`src/hdl/swept_aabb_collision_unit_defines.svh`:
```
// Assertion macros for the swept box collision unit.
`ifndef SWEPT_AABB_COLLISION_UNIT_DEFINES_SVH
`define SWEPT_AABB_COLLISION_UNIT_DEFINES_SVH
`ifndef SYNTHESIS
`define SACU_ASSERT_NOW(lbl, clk, rst_n, ante, cons) \
    lbl: assert property (@(posedge clk) disable iff (!rst_n) (ante) |-> (cons)) \
        else $error("sacu check failed");
`define SACU_ASSERT_NEXT(lbl, clk, rst_n, ante, cons) \
    lbl: assert property (@(posedge clk) disable iff (!rst_n) (ante) |=> (cons)) \
        else $error("sacu check failed");
`else
`define SACU_ASSERT_NOW(lbl, clk, rst_n, ante, cons)
`define SACU_ASSERT_NEXT(lbl, clk, rst_n, ante, cons)
`endif
`endif

```
`src/hdl/sacu_pkg.sv`:
```
// Types and constants shared by the swept box collision unit.
package sacu_pkg;
    localparam int TIME_FRAC_BITS = 16;
    localparam int QUOT_W = TIME_FRAC_BITS + 2;
    localparam int TIME_W = TIME_FRAC_BITS + 3;
    localparam int DIFF_W = 17;
    localparam int ENTRY_W = 17;

    localparam logic signed [TIME_W-1:0] TIME_ONE = TIME_W'(2 ** TIME_FRAC_BITS);
    localparam logic signed [TIME_W-1:0] TIME_SAT = TIME_W'(2 ** (TIME_FRAC_BITS + 1));
    localparam logic signed [TIME_W-1:0] TIME_POS_INF = TIME_W'(2 ** (TIME_FRAC_BITS + 1) + 1);
    localparam logic signed [TIME_W-1:0] TIME_NEG_INF =
        TIME_W'(-(2 ** (TIME_FRAC_BITS + 1)) - 1);

    localparam int T_ENX = 0;
    localparam int T_EXX = 1;
    localparam int T_ENY = 2;
    localparam int T_EXY = 3;

    typedef enum logic [1:0] {
        SIDE_LEFT   = 2'd0,
        SIDE_RIGHT  = 2'd1,
        SIDE_TOP    = 2'd2,
        SIDE_BOTTOM = 2'd3
    } t_side;

    typedef struct packed {
        logic signed [15:0] moving_left;
        logic signed [15:0] moving_top;
        logic signed [15:0] moving_right;
        logic signed [15:0] moving_bottom;
        logic signed [15:0] moving_dx;
        logic signed [15:0] moving_dy;
        logic signed [15:0] other_left;
        logic signed [15:0] other_top;
        logic signed [15:0] other_right;
        logic signed [15:0] other_bottom;
        logic signed [15:0] other_dx;
        logic signed [15:0] other_dy;
    } t_in_item;

    typedef struct packed {
        logic                 hit;
        logic [ENTRY_W-1:0]   entry_time;
        logic [1:0]           side;
    } t_out_item;

    typedef struct packed {
        logic       bp_ok;
        logic       dx_zero;
        logic       dy_zero;
        logic       dx_pos;
        logic       dy_pos;
        logic [3:0] ovf;
        logic [3:0] neg;
    } t_div_ctrl;
endpackage

```
`src/hdl/sacu_divider.sv`:
```
// Pipelined restoring divider, one quotient bit per stage.
module sacu_divider (
    input  logic                          i_clk,
    input  logic                          i_en,
    input  logic [sacu_pkg::DIFF_W-1:0]   i_num_mag,
    input  logic [sacu_pkg::DIFF_W-1:0]   i_den_mag,
    output logic [sacu_pkg::QUOT_W-1:0]   o_quot
);
    import sacu_pkg::*;

    logic [QUOT_W-1:0][DIFF_W-1:0] r_rem;
    logic [QUOT_W-1:0][DIFF_W-1:0] r_den;
    logic [QUOT_W-1:0][1:0]        r_lo;
    logic [QUOT_W-1:0][QUOT_W-1:0] r_quot;

    for (genvar k = 0; k < QUOT_W; k++) begin : g_stage
        localparam int J = QUOT_W - 1 - k;
        logic [DIFF_W-1:0] rem_in, den_in;
        logic [1:0]        lo_in;
        logic [QUOT_W-1:0] q_in;
        logic              nb;
        logic [DIFF_W:0]   trial;

        if (k == 0) begin : g_first
            assign rem_in = i_num_mag >> 2;
            assign den_in = i_den_mag;
            assign lo_in  = i_num_mag[1:0];
            assign q_in   = '0;
        end else begin : g_next
            assign rem_in = r_rem[k-1];
            assign den_in = r_den[k-1];
            assign lo_in  = r_lo[k-1];
            assign q_in   = r_quot[k-1];
        end

        if (J >= TIME_FRAC_BITS) begin : g_bit
            assign nb = lo_in[J-TIME_FRAC_BITS];
        end else begin : g_zero
            assign nb = 1'b0;
        end

        assign trial = {rem_in, nb};

        always_ff @(posedge i_clk) begin
            if (i_en) begin
                r_den[k] <= den_in;
                r_lo[k]  <= lo_in;
                if (trial >= {1'b0, den_in}) begin
                    r_rem[k]  <= DIFF_W'(trial - {1'b0, den_in});
                    r_quot[k] <= {q_in[QUOT_W-2:0], 1'b1};
                end else begin
                    r_rem[k]  <= DIFF_W'(trial);
                    r_quot[k] <= {q_in[QUOT_W-2:0], 1'b0};
                end
            end
        end
    end

    assign o_quot = r_quot[QUOT_W-1];
endmodule

```
`config.mk`:
```
export PLATFORM = sky130hd
export DESIGN_NAME = sacu_divider
export DESIGN_NICKNAME = d
export VERILOG_FILES = /design/src/hdl/swept_aabb_collision_unit_defines.svh /design/src/hdl/sacu_pkg.sv /design/src/hdl/sacu_divider.sv
export SDC_FILE = /design/constraint.sdc
export NUM_CORES = 1
export LEC_CHECK = 0
export ABC_AREA = 1
export BUFFER_PORTS_ARGS = -buffer_cell sky130_fd_sc_hd__buf_2
export CORE_AREA = 2 2 246 429
export DETAILED_ROUTE_END_ITERATION = 7
export DIE_AREA = 0 0 248 431
export PLACE_DENSITY = 0.62
export SLEW_MARGIN = 20
export SYNTH_ARGS = -nofsm -noshare
export SYNTH_HDL_FRONTEND = slang
export SYNTH_SLANG_ARGS = --single-unit
```
`constraint.sdc`:
```
create_clock -name i_clk -period 2.85 [get_ports i_clk]
set_clock_uncertainty 0.05 [all_clocks]
set_input_delay 0.4275 -clock i_clk [delete_from_list [all_inputs] [get_ports i_clk]]
set_output_delay 0.4275 -clock i_clk [all_outputs]
set_load 0.02 [all_outputs]
```
==> flow_metrics.env <==
export IMPL_holdPathEnd="g_stage[1].rem_in[12]"
export IMPL_layout_drive_gt1_share=0.0611
export IMPL_p_total_mw=51.4
export IMPL_layout_commonest_cell="nand2_1"
export IMPL_critPathKind="flop to flop"
export IMPL_avgSynthCellArea_um2=8.26
export IMPL_rrSetupSlack_ns=0.23
export IMPL_r2r_end="g_stage[9].rem_in[12]"
export IMPL_ff2ff_path_depth=11
export IMPL_slowest_stage="edfxtp_1"
export IMPL_seq_area_frac_synth=0.488
export IMPL_crit_chain="inv_1 > ha_1 > nand2_1 > nor2_2 > nand3_1 > nor2_1 > nor2_2 > nand2_4 > inv_4 > nand2_1 > nand2_1"
export IMPL_gp_congestion=0.943
export IMPL_clock_sinks=750
export IMPL_cts_root_buf="clkbuf_16"
export IMPL_initial_utilization=0.447
export IMPL_ios=54
export IMPL_fp_dieW_um=248
export IMPL_cts_tree="yes"
export IMPL_ys_warn_count=0
export IMPL_min_period_ns=2.62
export IMPL_overflow=0
export IMPL_track_usage=0.235
export IMPL_hold_start="i_num_mag[13]"
export IMPL_areaGrowthSynthToFinish_pct=10.4
export IMPL_rsz0062_at_grt="false"
export IMPL_wirelength_mm=124
export IMPL_worst_ep_required_time_ns=3.21
export IMPL_drt_pass1_iter_count=5
export IMPL_reg2reg_from="g_stage[8].den_in[15]"
export IMPL_path_clk_slew_ns=0.06
export IMPL_fin_crit_sh=0.919
export IMPL_grt_max_degree=135
export IMPL_syn_area_um2=46200
export IMPL_viasPerCell=4.89
export IMPL_critPathBufInv=2
export IMPL_portBuffers=53
export IMPL_crit_path_frequent_cell="nand2_1"
export IMPL_p_leak_nw=25.8
export IMPL_drt_iter0_drc=1791
export IMPL_hold_path_class="input port to flop"
export IMPL_slowest_delay_ns=0.60
export IMPL_drc=0
export IMPL_hold_violations=0
export IMPL_timing_hold_ws_ns=0.0391
export IMPL_synth_cell_types=41
export IMPL_routedWlPerCell_um=17.3
export IMPL_cellPowerDensity_nw_per_um2=1010
export IMPL_row_count=156
export IMPL_core_area_um2=103000
export IMPL_synth_async_reset_ratio=0
export IMPL_fin_nets=6104
export IMPL_setup_viol=0
export IMPL_worstPathArrival_ns=2.97
export IMPL_hold_depth=3
export IMPL_synth_top_flop_cell="edfxtp_1"
export IMPL_fmax_mhz=382
export IMPL_clk_path_buf_depth=3
export IMPL_ant_nets=0
export IMPL_peakVddDrop_mv=0.590
export IMPL_vias=35000
export IMPL_numCtsBuffers=74
export IMPL_die_y_um=431
export IMPL_status="finished clean"
export IMPL_insertion_delay_ns=0.69
export IMPL_setup_tns_ns=0
export IMPL_path_max_fanout=16
export IMPL_antenna_found_initial=1
export IMPL_syn_inst=5586
export IMPL_final_util=0.494
export IMPL_worstMarginPinSlew_ns=0.797
export IMPL_end_kind="flop"
export IMPL_final_cell_mix="nand2_1 (2198), inv_1 (1081), edfxtp_1 (750), nand3_1 (326), ha_1 (304)"
export IMPL_grt_pass1_wl_mm=190
export IMPL_cp_top_family="simple AND/OR/NAND/NOR gates"
export IMPL_ys_seq_elements=750
export IMPL_first_global_vias=35400
export IMPL_synth_edf_count=750
export IMPL_max_slew_margin_rel=0.469
export IMPL_drv_cap=0
export IMPL_dp_hpwl_mm=99.6
export IMPL_cts_htree_levels=3
export IMPL_critPathLaunchType="flop"
export IMPL_dieArea_um2=107000
export IMPL_synth_nets=5943
export IMPL_slew_violations=0
## cell usage after synthesis (28+ instances only)
cell | count | area, µm²
buf_6 | 28 | 315
inv_1 | 1081 | 4060
xor2_1 | 77 | 674
xnor2_1 | 30 | 263
nand4_1 | 30 | 188
or2_2 | 37 | 231
nor3_1 | 67 | 335
nand2_2 | 30 | 188
ha_1 | 304 | 3800
nand2_1 | 2198 | 8250
nand3b_1 | 89 | 668
a21oi_1 | 160 | 801
edfxtp_1 | 750 | 22500
nor2_1 | 223 | 837
nand3_1 | 326 | 1630
## through the flow
step                setup WS (ns)  cells  area [µm²]
floorplan                   0.730   5586       46200
finish                      0.231   7153       51000
detailed placement          0.242   6988       48200
global route               0.0860   7152       51000
CTS                         0.234   7149       51000
global placement            0.252   6988       48200
## registers in the layout, indices dropped and copies added, names as in the netlist
register	flops
g_stage.lo_in	1
g_stage.den_in	289
o_quot	18
g_stage.q_in	153
g_stage.rem_in	289
## layer usage
layer  global-route usage  vias up  part of all wire
li1                     -    17900                 -
met1                0.200    16100              0.32
met2                0.473      651              0.57
met3               0.0252      365             0.025
met4                0.193        0             0.092
met5                    0        -                 0
## kinds of logic (layout without fill, tap and decap cells)
| kind of cell | after synthesis | count (layout) | synth area share |
|---|---|---|---|
| XOR/XNOR | 107 | 107 | 0.0203 |
| buffers and inverters | 1136 | 1356 | 0.0985 |
| AO/OA/AOI/OAI | 182 | 182 | 0.0201 |
| adder cells (fa/ha/maj) | 321 | 321 | 0.0898 |
| flip-flops | 750 | 750 | 0.488 |
| other | 0 | 4 | 0 |
| AND/OR/NAND/NOR | 3090 | 3090 | 0.284 |
## what timing repair did
action | 4_1_cts | 5_1_grt
gates resized for setup | 0 | 0
hold endpoints to repair | 32 | 0
hold buffers | 26 | 0
setup buffers | 0 | 0
## final cells by class
cell class	instances	area [µm²]
multi-input cells	3700	19100
clock buffers	82	1880
flip-flops and latches	750	22500
diodes	4	10.0
fillers	9961	52300
inverters	1097	4150
clock inverters	53	642
well taps	1343	1680
repair buffers	124	986
## worst max path at each step
stage	slack [ns]	from	cells after the start	to
floorplan	0.73	g_stage[1].lo_in[0]	15	g_stage[2].rem_in[2]
global placement	0.25	g_stage[8].den_in[15]	11	g_stage[9].rem_in[12]
detailed placement	0.24	g_stage[8].den_in[15]	11	g_stage[9].rem_in[12]
CTS	0.23	g_stage[8].den_in[15]	11	g_stage[9].rem_in[12]
global route	0.09	g_stage[4].den_in[6]	11	g_stage[5].rem_in[10]
finish	0.23	g_stage[8].den_in[15]	11	g_stage[9].rem_in[12]
## worst register-to-register path: stages, from the launching register on
cell,delay (ns)
edfxtp_1,0.60
inv_1,0.10
ha_1,0.39
nand2_1,0.16
nor2_2,0.20
nand3_1,0.09
nor2_1,0.14
nor2_2,0.07
nand2_4,0.18
inv_4,0.14
nand2_1,0.08
nand2_1,0.14
## power by group
part           total [mW]  switching, mW  leakage (nW)  internal [mW]
logic                23.3           15.4          17.2           7.94
registers            17.8           1.92          7.35           15.9
clock network        10.2           4.61          1.21           5.63
No activity file was read; power rests on OpenSTA's default activity.
