### src/hdl/swept_aabb_collision_unit_defines.svh
// Assertion macros for the swept box collision unit.
`ifndef SWEPT_AABB_COLLISION_UNIT_DEFINES_SVH
`define SWEPT_AABB_COLLISION_UNIT_DEFINES_SVH
`ifndef SYNTHESIS
`define SACU_ASSERT_NOW(lbl, clk, rst_n, ante, cons) \
    lbl: assert property (@(posedge clk) disable iff (!rst_n) (ante) |-> (cons)) \
        else $error("sacu check failed");
`define SACU_ASSERT_NEXT(lbl, clk, rst_n, ante, cons) \
    lbl: assert property (@(posedge clk) disable iff (!rst_n) (ante) |=> (cons)) \
        else $error("sacu check failed");
`else
`define SACU_ASSERT_NOW(lbl, clk, rst_n, ante, cons)
`define SACU_ASSERT_NEXT(lbl, clk, rst_n, ante, cons)
`endif
`endif

### src/hdl/sacu_pkg.sv
// Types and constants shared by the swept box collision unit.
package sacu_pkg;
    localparam int TIME_FRAC_BITS = 16;
    localparam int QUOT_W = TIME_FRAC_BITS + 2;
    localparam int TIME_W = TIME_FRAC_BITS + 3;
    localparam int DIFF_W = 17;
    localparam int ENTRY_W = 17;

    localparam logic signed [TIME_W-1:0] TIME_ONE = TIME_W'(2 ** TIME_FRAC_BITS);
    localparam logic signed [TIME_W-1:0] TIME_SAT = TIME_W'(2 ** (TIME_FRAC_BITS + 1));
    localparam logic signed [TIME_W-1:0] TIME_POS_INF = TIME_W'(2 ** (TIME_FRAC_BITS + 1) + 1);
    localparam logic signed [TIME_W-1:0] TIME_NEG_INF =
        TIME_W'(-(2 ** (TIME_FRAC_BITS + 1)) - 1);

    localparam int T_ENX = 0;
    localparam int T_EXX = 1;
    localparam int T_ENY = 2;
    localparam int T_EXY = 3;

    typedef enum logic [1:0] {
        SIDE_LEFT   = 2'd0,
        SIDE_RIGHT  = 2'd1,
        SIDE_TOP    = 2'd2,
        SIDE_BOTTOM = 2'd3
    } t_side;

    typedef struct packed {
        logic signed [15:0] moving_left;
        logic signed [15:0] moving_top;
        logic signed [15:0] moving_right;
        logic signed [15:0] moving_bottom;
        logic signed [15:0] moving_dx;
        logic signed [15:0] moving_dy;
        logic signed [15:0] other_left;
        logic signed [15:0] other_top;
        logic signed [15:0] other_right;
        logic signed [15:0] other_bottom;
        logic signed [15:0] other_dx;
        logic signed [15:0] other_dy;
    } t_in_item;

    typedef struct packed {
        logic                 hit;
        logic [ENTRY_W-1:0]   entry_time;
        logic [1:0]           side;
    } t_out_item;

    typedef struct packed {
        logic       bp_ok;
        logic       dx_zero;
        logic       dy_zero;
        logic       dx_pos;
        logic       dy_pos;
        logic [3:0] ovf;
        logic [3:0] neg;
    } t_div_ctrl;
endpackage

### src/hdl/sacu_back.sv
// Back stages: signed saturated times, hit decision and output register.
module sacu_back (
    input  logic                                  i_clk,
    input  logic                                  i_rst_n,
    input  logic                                  i_en,
    input  logic                                  i_valid,
    input  logic [3:0][sacu_pkg::QUOT_W-1:0]      i_quot,
    input  sacu_pkg::t_div_ctrl                   i_ctrl,
    output logic                                  o_valid,
    output sacu_pkg::t_out_item                   o_result
);
    import sacu_pkg::*;

    function automatic logic signed [TIME_W-1:0] f_time(
        input logic [QUOT_W-1:0] quot,
        input logic              ovf,
        input logic              neg,
        input logic              zero,
        input logic              is_entry
    );
        logic signed [TIME_W-1:0] mag;
        mag = (ovf || (TIME_W'(quot) > TIME_SAT)) ? TIME_SAT : TIME_W'(quot);
        if (zero) begin
            f_time = is_entry ? TIME_NEG_INF : TIME_POS_INF;
        end else begin
            f_time = neg ? -mag : mag;
        end
    endfunction

    logic                            r_t_valid;
    logic [3:0][TIME_W-1:0]          r_t;
    t_div_ctrl                       r_ctrl;
    logic signed [TIME_W-1:0]        tenx, texx, teny, texy, tin, tout;
    logic                            miss;
    t_side                           n_side;
    logic                            r_valid;
    t_out_item                       r_result;

    always_ff @(posedge i_clk) begin
        if (!i_rst_n) begin
            r_t_valid <= 1'b0;
            r_valid   <= 1'b0;
        end else if (i_en) begin
            r_t_valid <= i_valid;
            r_valid   <= r_t_valid;
        end
    end

    always_ff @(posedge i_clk) begin
        if (i_en) begin
            r_ctrl     <= i_ctrl;
            r_t[T_ENX] <= f_time(i_quot[T_ENX], i_ctrl.ovf[T_ENX], i_ctrl.neg[T_ENX],
                                 i_ctrl.dx_zero, 1'b1);
            r_t[T_EXX] <= f_time(i_quot[T_EXX], i_ctrl.ovf[T_EXX], i_ctrl.neg[T_EXX],
                                 i_ctrl.dx_zero, 1'b0);
            r_t[T_ENY] <= f_time(i_quot[T_ENY], i_ctrl.ovf[T_ENY], i_ctrl.neg[T_ENY],
                                 i_ctrl.dy_zero, 1'b1);
            r_t[T_EXY] <= f_time(i_quot[T_EXY], i_ctrl.ovf[T_EXY], i_ctrl.neg[T_EXY],
                                 i_ctrl.dy_zero, 1'b0);
        end
    end

    always_comb begin
        tenx = r_t[T_ENX];
        texx = r_t[T_EXX];
        teny = r_t[T_ENY];
        texy = r_t[T_EXY];
        tin  = (tenx > teny) ? tenx : teny;
        tout = (texx < texy) ? texx : texy;
        miss = !r_ctrl.bp_ok || (tenx < 0 && teny < 0) || (tenx > TIME_ONE) ||
               (teny > TIME_ONE) || (tin > tout);
        if (tenx > teny) begin
            n_side = r_ctrl.dx_pos ? SIDE_LEFT : SIDE_RIGHT;
        end else begin
            n_side = r_ctrl.dy_pos ? SIDE_TOP : SIDE_BOTTOM;
        end
    end

    always_ff @(posedge i_clk) begin
        if (i_en) begin
            r_result.hit        <= !miss;
            r_result.entry_time <= miss ? '0 : ENTRY_W'(tin);
            r_result.side       <= miss ? SIDE_LEFT : n_side;
        end
    end

    assign o_valid  = r_valid;
    assign o_result = r_result;
endmodule

### config.mk
export PLATFORM = sky130hd
export DESIGN_NAME = sacu_back
export DESIGN_NICKNAME = d
export VERILOG_FILES = /design/src/hdl/swept_aabb_collision_unit_defines.svh /design/src/hdl/sacu_pkg.sv /design/src/hdl/sacu_back.sv
export SDC_FILE = /design/constraint.sdc
export NUM_CORES = 1
export LEC_CHECK = 0
export BUFFER_PORTS_ARGS = -buffer_cell sky130_fd_sc_hd__buf_2
export CORE_MARGIN = 5
export CORE_UTILIZATION = 30
export CTS_BUF_LIST = sky130_fd_sc_hd__clkbuf_2 sky130_fd_sc_hd__clkbuf_4 sky130_fd_sc_hd__clkbuf_8
export DETAILED_ROUTE_END_ITERATION = 8
export PLACE_DENSITY = 0.5
export REMOVE_ABC_BUFFERS = 1
export SLEW_MARGIN = 20
export SYNTH_ARGS = -nofsm -noshare
export SYNTH_HDL_FRONTEND = slang
export SYNTH_SLANG_ARGS = --single-unit
### constraint.sdc
create_clock -name i_clk -period 5 [get_ports i_clk]
set_input_delay 0.5 -clock i_clk [delete_from_list [all_inputs] [get_ports i_clk]]
set_output_delay 0.5 -clock i_clk [all_outputs]
set_load 0.03 [all_outputs]
==> impl_results.md <==
- Via density: 5.12
- Met1 usage: 0.220
- Slowest CP cell: or4_1
- Hold_sp: i_ctrl[8]
- CTS Buf Count: 9
- TritonRoute pass-1 iters: 5
- Setup TNS: 0 ns
- Clock sink total: just over 100
- Fillers: 2600
- Max-cap viol count: 0
- Ports: 110
- RSZ-0062 raised after global routing: no
- Synthesized area: 7440 µm²
- Vias in the first global route: 5898
- Min-Delay Path Class: input port to flip-flop
- Initial core utilization: 0.305
- Leak pwr: roughly 3.5 nW
- Worst slew margin: 0.374
- First-pass GRT wire length: between 30000 and 40000 µm
- Routability cong.: 0.821
- Dpl cells: 1179
- Crit start category: flip-flop
- Share of flip-flops with an asynchronous set or reset: 0
- Initial DRC count: 399
- Commonest non-fill, non-tap cell in the layout: buf_2
- DP Wirelength: approximately 16000 µm
- Wire per inst: between 15 and 20 µm
- Root buffer cell: clkbuf_8
- IO buf count: 109
- YS warnings: 0
- Hold slack final: approximately 0.3 ns
- Distinct cells, synth: 63
- All-layer global routing usage: 0.143
- Die H: 168 µm
- Gate Count Post-Synth: 769
- Hold Buf Count CTS: 0
- Required time worst endpoint: 5.21 ns
- Row cnt: 57
- Core box area: 24400 µm²
- Via count: 6124
- Non-filler instance count after layout: 1195
- Worst skew pair latency: 0.39 ns
- CTS H-Tree Depth: 3
- Die area: 28100 µm²
- Peak fanout along the critical path: 20
- Total global routing overflow: 0
- Crit path DAT: 4.74 ns
- DRC Markers: 0
- Final setup fails: 0
- Measured slew at the worst slew-check pin: 0.939 ns
- Sequential share of the synthesized area: 0.405
- Max Root-Sink Buffers: 2
- Top Usage Layer GRT: met1
- Most common flop cell mapped by yosys: edfxtp_1
- Status: complete, no violations
- Area Overhead vs Synth: 14.3%
- Post-Place Worst Slack: 0.529 ns
- Post-DRT Antenna Nets: 0
- Max Freq: roughly 220 MHz
- Fin crit period: 4.53 ns
- Slowest stage delay, CP: 0.55 ns
- Post-CTS sizing: 0
- Critical path endpoint category: flip-flop
- Post-synth EDFFs: 99
- Hold Vio Cnt, Final: 0
- Worst r2r src: teny[18]$_SDFFCE_PP1P_
- Share of cells above drive strength 1: 0.195
- Die W: 168 µm
- Nets: 1016
- Pwr Density: 261 nW/µm²
- Largest net degree at the start of global routing: 75
- CTS tree: built
- N_diodes: 0
- Period utilisation layout: 0.906
- Setup bufs post-CTS: 0
- Post-route setup slack: between 0.4 and 0.5 ns
- Maximum VDD drop: 0.120 mV
- Syn avg cell area: 9.68 µm²
- Crit. Startpoint: teny[18]$_SDFFCE_PP1P_
- Cells along the critical path: inv_1 > ha_1 > nand4_1 > nor4_1 > o31ai_1 > a31oi_2 > buf_4 > mux2_2 > ha_1 > nand4_1 > or4_1 > nor2_1 > a21oi_1 > a31o_2 > a211oi_1
- Initial antenna violation count: 0
- Final-report max-slew violation count: 0
- Seq cells post-synth: 101
- Setup CP Type: flip-flop to flip-flop
- Global Route met3 Usage: 0.0238
- Final wirelength: between 20000 and 25000 µm
- CTS clk-pin slew, worst paths: 0.10 ns
- Clock skew: 0.0187 ns
- Met2 Track Usage GR: 0.209
- Most frequent cells in the layout: 108 x buf_2, 99 x edfxtp_1, 62 x nor2_1
==> stage by stage <==
step	total power (W)	instance area [µm²]	utilization
finish	0.00222	8510	0.349
global route	0.00238	8510	0.349
CTS	0.00225	8510	0.349
detailed placement	0.00174	8320	0.341
global placement	0.00173	8320	0.341
floorplan	0.00149	7320	-
==> worst max-delay path, delay by kind of cell, from the launching register on <==
family          cells  cell delay (ns)
flops               1             0.40
buf+inv             2             0.36
fa+ha+maj           2             0.60
compound gates      5             1.14
mux                 1             0.38
simple gates        5             1.47
==> flip-flops by register name (all words and copies together) (netlist names) <==
| signal | cells |
|---|---|
| teny | 19 |
| texx | 19 |
| r_t_valid | 1 |
| o_result | 20 |
| texy | 19 |
| r_ctrl | 3 |
| o_valid | 1 |
| tenx | 19 |
==> layout make-up <==
class                           instances  area (µm²)  share of cell area
Sequential cell                       101        3010               0.354
Timing Repair Buffer                  114         586              0.0688
Clock inverter                          4        30.0             0.00353
Multi-Input combinational cell        592        4130               0.486
Inverter                               48         180              0.0212
Clock buffer                           12         159              0.0187
Tap cell                              324         405              0.0477
==> final timing paths <==
kind                                    end  slack, ns  cells past startpoint
setup / recovery  o_result[0]$_SDFFCE_PP0P_       0.47                     15
hold / removal          r_ctrl[8]$_DFFE_PP_       0.30                      1
setup reg to reg  o_result[0]$_SDFFCE_PP0P_       0.47                     15
hold reg to reg        o_valid$_SDFFE_PN0P_       0.53                      2
==> where the power goes <==
group | internal (W) | total [W] | switching [W]
logic | 0.000269 | 0.000644 | 0.000376
clock network | 0.000217 | 0.000508 | 0.000291
registers | 0.00101 | 0.00107 | 0.0000580
==> Yosys cell counts (all sizes together), types with 8 or more instances <==
master,instances,area (µm²)
xor2,16,140
a21oi,46,238
nor3,26,130
nand4,16,100
edfxtp,99,2970
nor2b,20,125
xnor2,14,123
o21ai,36,180
mux2i,21,210
nand2,60,225
and3,11,71.3
clkbuf,23,86.3
inv,47,176
or3,11,75.1
a211oi,10,75.1
or4,13,109
a31oi,8,50.1
nand3,21,105
a21o,16,123
nor2,63,239
nor4,20,140
ha,61,763
a211o,8,70.1
o31ai,17,128
mux2,18,203
==> metal layers <==
metal  share of wire  vias up
li1                -     3119
met1            0.52     2869
met2            0.43      124
met3           0.033       12
met4           0.011        0
met5               0        -
==> cell families after synthesis <==
| logic type | after synthesis | share of synthesized area |
|---|---|---|
| AND/OR/NAND/NOR | 282 | 0.197 |
| adder cells (fa/ha/maj) | 61 | 0.103 |
| XOR/XNOR | 30 | 0.0353 |
| AO/OA/AOI/OAI | 180 | 0.164 |
| buffers and inverters | 76 | 0.0408 |
| multiplexers | 39 | 0.0555 |
| flip-flops | 101 | 0.405 |
Note: power is estimated with default switching activity, not from simulation.
