**src/hdl/swept_aabb_collision_unit_defines.svh**
```systemverilog
// Assertion macros for the swept box collision unit.
`ifndef SWEPT_AABB_COLLISION_UNIT_DEFINES_SVH
`define SWEPT_AABB_COLLISION_UNIT_DEFINES_SVH
`ifndef SYNTHESIS
`define SACU_ASSERT_NOW(lbl, clk, rst_n, ante, cons) \
    lbl: assert property (@(posedge clk) disable iff (!rst_n) (ante) |-> (cons)) \
        else $error("sacu check failed");
`define SACU_ASSERT_NEXT(lbl, clk, rst_n, ante, cons) \
    lbl: assert property (@(posedge clk) disable iff (!rst_n) (ante) |=> (cons)) \
        else $error("sacu check failed");
`else
`define SACU_ASSERT_NOW(lbl, clk, rst_n, ante, cons)
`define SACU_ASSERT_NEXT(lbl, clk, rst_n, ante, cons)
`endif
`endif

```
**src/hdl/sacu_pkg.sv**
```systemverilog
// Types and constants shared by the swept box collision unit.
package sacu_pkg;
    localparam int TIME_FRAC_BITS = 16;
    localparam int QUOT_W = TIME_FRAC_BITS + 2;
    localparam int TIME_W = TIME_FRAC_BITS + 3;
    localparam int DIFF_W = 17;
    localparam int ENTRY_W = 17;

    localparam logic signed [TIME_W-1:0] TIME_ONE = TIME_W'(2 ** TIME_FRAC_BITS);
    localparam logic signed [TIME_W-1:0] TIME_SAT = TIME_W'(2 ** (TIME_FRAC_BITS + 1));
    localparam logic signed [TIME_W-1:0] TIME_POS_INF = TIME_W'(2 ** (TIME_FRAC_BITS + 1) + 1);
    localparam logic signed [TIME_W-1:0] TIME_NEG_INF =
        TIME_W'(-(2 ** (TIME_FRAC_BITS + 1)) - 1);

    localparam int T_ENX = 0;
    localparam int T_EXX = 1;
    localparam int T_ENY = 2;
    localparam int T_EXY = 3;

    typedef enum logic [1:0] {
        SIDE_LEFT   = 2'd0,
        SIDE_RIGHT  = 2'd1,
        SIDE_TOP    = 2'd2,
        SIDE_BOTTOM = 2'd3
    } t_side;

    typedef struct packed {
        logic signed [15:0] moving_left;
        logic signed [15:0] moving_top;
        logic signed [15:0] moving_right;
        logic signed [15:0] moving_bottom;
        logic signed [15:0] moving_dx;
        logic signed [15:0] moving_dy;
        logic signed [15:0] other_left;
        logic signed [15:0] other_top;
        logic signed [15:0] other_right;
        logic signed [15:0] other_bottom;
        logic signed [15:0] other_dx;
        logic signed [15:0] other_dy;
    } t_in_item;

    typedef struct packed {
        logic                 hit;
        logic [ENTRY_W-1:0]   entry_time;
        logic [1:0]           side;
    } t_out_item;

    typedef struct packed {
        logic       bp_ok;
        logic       dx_zero;
        logic       dy_zero;
        logic       dx_pos;
        logic       dy_pos;
        logic [3:0] ovf;
        logic [3:0] neg;
    } t_div_ctrl;
endpackage

```
**src/hdl/sacu_front.sv**
```systemverilog
// Front stages: relative motion, broad phase, distances and divider set-up.
module sacu_front (
    input  logic                                  i_clk,
    input  logic                                  i_rst_n,
    input  logic                                  i_en,
    input  logic                                  i_valid,
    input  sacu_pkg::t_in_item                    i_item,
    output logic                                  o_valid,
    output logic [3:0][sacu_pkg::DIFF_W-1:0]      o_num_mag,
    output logic [1:0][sacu_pkg::DIFF_W-1:0]      o_den_mag,
    output sacu_pkg::t_div_ctrl                   o_ctrl
);
    import sacu_pkg::*;

    logic                      r1_valid;
    t_in_item                  r1_item;
    logic signed [DIFF_W-1:0]  r1_dx, r1_dy;

    logic signed [DIFF_W:0]    ml, mt, mr, mb, ol, ot, orr, ob, mldx, mrdx, mtdy, mbdy;
    logic signed [DIFF_W:0]    bl, br, bt, bb;
    logic                      n_bp;
    logic signed [DIFF_W-1:0]  d_ol_mr, d_or_ml, d_ot_mb, d_ob_mt;
    logic [3:0][DIFF_W-1:0]    n_dist;

    logic                      r2_valid, r2_bp;
    logic [3:0][DIFF_W-1:0]    r2_dist;
    logic signed [DIFF_W-1:0]  r2_dx, r2_dy;

    logic [3:0][DIFF_W-1:0]    n_mag;
    logic [1:0][DIFF_W-1:0]    n_dmag;
    t_div_ctrl                 n_ctrl;

    logic                      r3_valid;
    logic [3:0][DIFF_W-1:0]    r3_num_mag;
    logic [1:0][DIFF_W-1:0]    r3_den_mag;
    t_div_ctrl                 r3_ctrl;

    always_ff @(posedge i_clk) begin
        if (!i_rst_n) begin
            r1_valid <= 1'b0;
            r2_valid <= 1'b0;
            r3_valid <= 1'b0;
        end else if (i_en) begin
            r1_valid <= i_valid;
            r2_valid <= r1_valid;
            r3_valid <= r2_valid;
        end
    end

    always_ff @(posedge i_clk) begin
        if (i_en) begin
            r1_item <= i_item;
            r1_dx   <= DIFF_W'(i_item.moving_dx) - DIFF_W'(i_item.other_dx);
            r1_dy   <= DIFF_W'(i_item.moving_dy) - DIFF_W'(i_item.other_dy);
        end
    end

    always_comb begin
        ml   = (DIFF_W+1)'(r1_item.moving_left);
        mt   = (DIFF_W+1)'(r1_item.moving_top);
        mr   = (DIFF_W+1)'(r1_item.moving_right);
        mb   = (DIFF_W+1)'(r1_item.moving_bottom);
        ol   = (DIFF_W+1)'(r1_item.other_left);
        ot   = (DIFF_W+1)'(r1_item.other_top);
        orr  = (DIFF_W+1)'(r1_item.other_right);
        ob   = (DIFF_W+1)'(r1_item.other_bottom);
        mldx = ml + (DIFF_W+1)'(r1_dx);
        mrdx = mr + (DIFF_W+1)'(r1_dx);
        mtdy = mt + (DIFF_W+1)'(r1_dy);
        mbdy = mb + (DIFF_W+1)'(r1_dy);
        bl   = (mldx < ml) ? mldx : ml;
        br   = (mrdx > mr) ? mrdx : mr;
        bt   = (mtdy < mt) ? mtdy : mt;
        bb   = (mbdy > mb) ? mbdy : mb;
        n_bp = (bl <= orr) && (br >= ol) && (bt <= ob) && (bb >= ot);

        d_ol_mr = DIFF_W'(r1_item.other_left) - DIFF_W'(r1_item.moving_right);
        d_or_ml = DIFF_W'(r1_item.other_right) - DIFF_W'(r1_item.moving_left);
        d_ot_mb = DIFF_W'(r1_item.other_top) - DIFF_W'(r1_item.moving_bottom);
        d_ob_mt = DIFF_W'(r1_item.other_bottom) - DIFF_W'(r1_item.moving_top);

        if (r1_dx > 0) begin
            n_dist[T_ENX] = d_ol_mr;
            n_dist[T_EXX] = d_or_ml;
        end else begin
            n_dist[T_ENX] = d_or_ml;
            n_dist[T_EXX] = d_ol_mr;
        end
        if (r1_dy > 0) begin
            n_dist[T_ENY] = d_ot_mb;
            n_dist[T_EXY] = d_ob_mt;
        end else begin
            n_dist[T_ENY] = d_ob_mt;
            n_dist[T_EXY] = d_ot_mb;
        end
    end

    always_ff @(posedge i_clk) begin
        if (i_en) begin
            r2_bp   <= n_bp;
            r2_dist <= n_dist;
            r2_dx   <= r1_dx;
            r2_dy   <= r1_dy;
        end
    end

    always_comb begin
        n_dmag[0] = r2_dx[DIFF_W-1] ? DIFF_W'(-r2_dx) : DIFF_W'(r2_dx);
        n_dmag[1] = r2_dy[DIFF_W-1] ? DIFF_W'(-r2_dy) : DIFF_W'(r2_dy);
        n_ctrl.dx_zero = (r2_dx == '0);
        n_ctrl.dy_zero = (r2_dy == '0);
        n_ctrl.dx_pos  = (r2_dx > 0);
        n_ctrl.dy_pos  = (r2_dy > 0);
        n_ctrl.bp_ok   = r2_bp && !(n_ctrl.dx_zero && n_ctrl.dy_zero);
        for (int i = 0; i < 4; i++) begin
            n_mag[i] = r2_dist[i][DIFF_W-1] ? DIFF_W'(-r2_dist[i]) : r2_dist[i];
            n_ctrl.neg[i] = r2_dist[i][DIFF_W-1] ^
                            ((i < 2) ? r2_dx[DIFF_W-1] : r2_dy[DIFF_W-1]);
            n_ctrl.ovf[i] = {2'b00, n_mag[i]} >= {n_dmag[(i < 2) ? 0 : 1], 2'b00};
        end
    end

    always_ff @(posedge i_clk) begin
        if (i_en) begin
            r3_num_mag <= n_mag;
            r3_den_mag <= n_dmag;
            r3_ctrl    <= n_ctrl;
        end
    end

    assign o_valid   = r3_valid;
    assign o_num_mag = r3_num_mag;
    assign o_den_mag = r3_den_mag;
    assign o_ctrl    = r3_ctrl;
endmodule

```
**config.mk**
```make
export PLATFORM = sky130hd
export DESIGN_NAME = sacu_front
export DESIGN_NICKNAME = d
export VERILOG_FILES = /design/src/hdl/swept_aabb_collision_unit_defines.svh /design/src/hdl/sacu_pkg.sv /design/src/hdl/sacu_front.sv
export SDC_FILE = /design/constraint.sdc
export NUM_CORES = 1
export LEC_CHECK = 0
export BUFFER_PORTS_ARGS = -buffer_cell sky130_fd_sc_hd__buf_2
export CAP_MARGIN = 5
export CORE_MARGIN = 8
export CORE_UTILIZATION = 41
export DETAILED_ROUTE_END_ITERATION = 10
export GPL_TIMING_DRIVEN = 0
export PLACE_DENSITY_LB_ADDON = 0.3
export RECOVER_POWER = 100
export SYNTH_ARGS = -nofsm -noshare
export SYNTH_HDL_FRONTEND = slang
export SYNTH_SLANG_ARGS = --single-unit
```
**constraint.sdc**
```tcl
create_clock -name i_clk -period 8.1 [get_ports i_clk]
set_input_delay 0.405 -clock i_clk [delete_from_list [all_inputs] [get_ports i_clk]]
set_output_delay 0.405 -clock i_clk [all_outputs]
set_load 0.005 [all_outputs]
```
==> metrics <==
status=complete, but fails checks; failing checks=capacitance limit, slew limit; Overflow after GRT=0; worst skew pair latency=0.59 ns; drt pass-1 iters=5; pwr dens=around 250 nW/um2; initial antenna violation count=5; DRT iter0 DRCs=1400; Die Area=approximately 75000 um2; Hold Path Origin=i_rst_n; IO Port Bufs=311; Area growth syn-to-layout=18.3%; # DRC=0; GRT Overall Usage=19.4%; GR Layer Usage met1=26.3%; Vias/cell=5.36; Slew @ Worst Pin=~6.7 ns; crit-path leading delay family=compound AO/OA/AOI/OAI gates; Clock Skew=0.0328 ns; starting density of the core=41.3%; met2 Use GR=32.0%; CP max FO=10; most crowded layer after global routing=met2; share of cells above drive strength 1=11.5%; setup repair after global routing missed its margin=false; CP startpoint kind=flip-flop; vias post-DR=20500; final worst path period need=7.23 ns; Reg-to-Reg End=r2_bp; Num CTS Buffers=43; Worst setup startpoint=r1_dy[0]; die width=273 um; Avg Cell Area, Syn=about 11 um2; Setup TNS=0 ns; Hold EP=r1_valid; slowest stage delay, CP=0.59 ns; syn nets=around 3000; part of the Yosys area used for sequential elements=42.3%; period utilization=89.3%; count of cell types in the netlist=72; final antenna-violating net count=0; Synth area leaders=edfxtp_1 42%, ha_1 17%, xnor2_1 5.2%; Final Hold Fails=0; Yosys warning count=0; core area=~66000 um2; Yosys reg bits=383; vias in the first global route=approximately 21000; critical-path cell list=ha_1 > fa_1 > a21oi_1 > o211ai_1 > a21oi_1 > o22ai_1 > o41ai_1 > o21ai_1 > xor2_1 > ha_1 > and4_1 > nand3_1 > o21ai_1 > clkbuf_1 > mux2_1 > ha_1 > a21o_1 > a21o_1 > a221oi_1 > o21ai_0 > a21oi_1 > mux2_2 > o21ai_0 > a211oi_1; FP Rows=94; Hold/Removal Path Class=in2reg; nets=between 3000 and 4000; EDFF count, synth=380; met3 Resource Use GR=2.96%; relative slew slack=-343%; FFs w/ async S/R, synth=0%; largest net degree at the start of global routing=137; worst reg2reg setup slack=~0.87 ns; first-pass GRT wire length=about 110 mm; reg2reg start=r1_dy[0]; Resized Gates After CTS=0; Crit. End Element=flip-flop; Yosys top cell by area=edfxtp_1; WP data required=8.43 ns; CP bufs+invs=1; Total Wirelength=75.3 mm; H-tree levels=2; area share of the largest cell type after synthesis=42.1%; DR WL/cell=19.7 um; Static Leakage=about 0.014 uW; CTS root buffer=clkbuf_16; Worst-path clk slew=roughly 0.06 ns; Final setup violation count=0; die height=273 um; slowest CP cell=o21ai_1; Cell Area, Synth=27100 um2; Crit path arrival time=7.56 ns; HPWL Detailed=61.2 mm; power consumption=between 8000 and 9000 uW; Post-CTS Hold Buffers=between 100 and 150; Peak VDD IR=142 uV; gpl congestion=0.860; depth of the most critical reg-to-reg path=24; Worst Hold Depth=2; CTS Buffer Depth=3; ys flop type=edfxtp_1; Final Max Slew Viols=between 300 and 400; CTS tree=built; post-CTS setup buffers=0; I/O Pins=approximately 310; CTS Sinks=about 380; fmax=138 MHz; CP Class=reg2reg; maxcap violations=4; cells after synthesis=2459
worst reg2reg max path, cell delays in order, from the launching register on:
cell      delay (ns)
edfxtp_1        0.56
ha_1            0.31
fa_1            0.40
a21oi_1         0.28
o211ai_1        0.14
a21oi_1         0.26
o22ai_1         0.14
o41ai_1         0.44
o21ai_1         0.16
xor2_1          0.19
ha_1            0.31
and4_1          0.22
nand3_1         0.09
o21ai_1         0.59
clkbuf_1        0.57
mux2_1          0.41
ha_1            0.30
a21o_1          0.16
a21o_1          0.17
a221oi_1        0.35
o21ai_0         0.17
a21oi_1         0.18
mux2_2          0.37
o21ai_0         0.13
a211oi_1        0.08
power breakdown:
group | switching (uW) | internal [uW] | total (uW)
logic | 1850 | 1530 | 3380
clock network | 832 | 1050 | 1880
registers | 270 | 2580 | 2850
layout make-up:
type / instances / area (um2)
buffer: 23 / 88.8
timing repair buffer: 426 / 2540
tap: 864 / 1080
sequential: 383 / 11500
multi-input combinational: 1805 / 14600
fill: 5901 / 33600
clock buffer: 50 / 1100
inverter: 248 / 931
antenna: 1 / 2.50
clock inverter: 27 / 226
cell usage after synthesis (all sizes together) (12+ instances only):
master and n:
xnor2 162, nor2b 44, nand2 101, nand2b 34, o21ai 119, o41ai 18
and2 14, nand4 31, edfxtp 380, o31a 16, nor4 15, a21oi 122
or4 12, mux2i 32, inv 248, or3 23, o21a 51, a31oi 22
nand3 29, and3 15, clkbuf 21, nor2 112, mux2 107, nor3 50
a21o 74, a211oi 22, o31ai 29, xor2 50, o211ai 14, ha 374
layout by cell type (no fill, tap or decap), types with 71 or more instances in the layout:
master	n
clkbuf_1	152
a21oi_1	122
nor2_1	112
ha_1	374
inv_1	248
a21o_1	74
edfxtp_1	380
buf_2	191
nand2_1	101
dlygate4sd3_1	112
xnor2_1	162
o21ai_0	107
mux2_2	71
registers in the layout, indices dropped and copies added (netlist names), 17 cells and up:
signal / cells
r1_dy: 17
r2_dist: 68
r2_dx: 17
o_den_mag: 34
r1_dx: 17
r2_dy: 17
o_num_mag: 68
per-stage QoR:
stage	cell area [um2]	util, %	cells	worst slack, ns	hold WS (ns)
finish	32000	48.8	3827	0.866	0.0615
global route	32000	48.8	3826	0.526	0.0470
CTS	32300	49.2	3826	0.883	0.00323
detailed placement	29800	45.4	3637	0.880	0.473
global placement	29700	45.3	3634	0.952	0.471
floorplan	27100	-	2459	2.10	0.443
cells by family (layout without fill, tap and decap cells):
kind of cell,after synthesis,count (layout),share of synthesized area (%)
mux,139,139,5.63
other cells,0,1,0
xor+xnor,212,212,6.85
fa+ha+maj,384,384,18.0
simple gates,511,511,9.68
buf+inv,271,774,3.76
compound gates,559,559,13.7
flops,383,383,42.3
per-layer routing:
| layer | share of wire (%) | up-vias |
|---|---|---|
| li1 | - | 10100 |
| met1 | 47 | 9761 |
| met2 | 46 | 496 |
| met3 | 5.2 | 115 |
| met4 | 2.4 | 4 |
| met5 | 0.035 | - |
worst max path at each step:
| stage | slack (ns) | cells after the start | to |
|---|---|---|---|
| after floorplan | 2.10 | 24 | r2_bp |
| after global placement | 0.95 | 24 | r2_bp |
| after detailed placement | 0.88 | 24 | r2_bp |
| after CTS | 0.88 | 24 | r2_bp |
| after global routing | 0.53 | 25 | r2_bp |
| final | 0.87 | 24 | r2_bp |
Power figures use the tool's default switching activity.
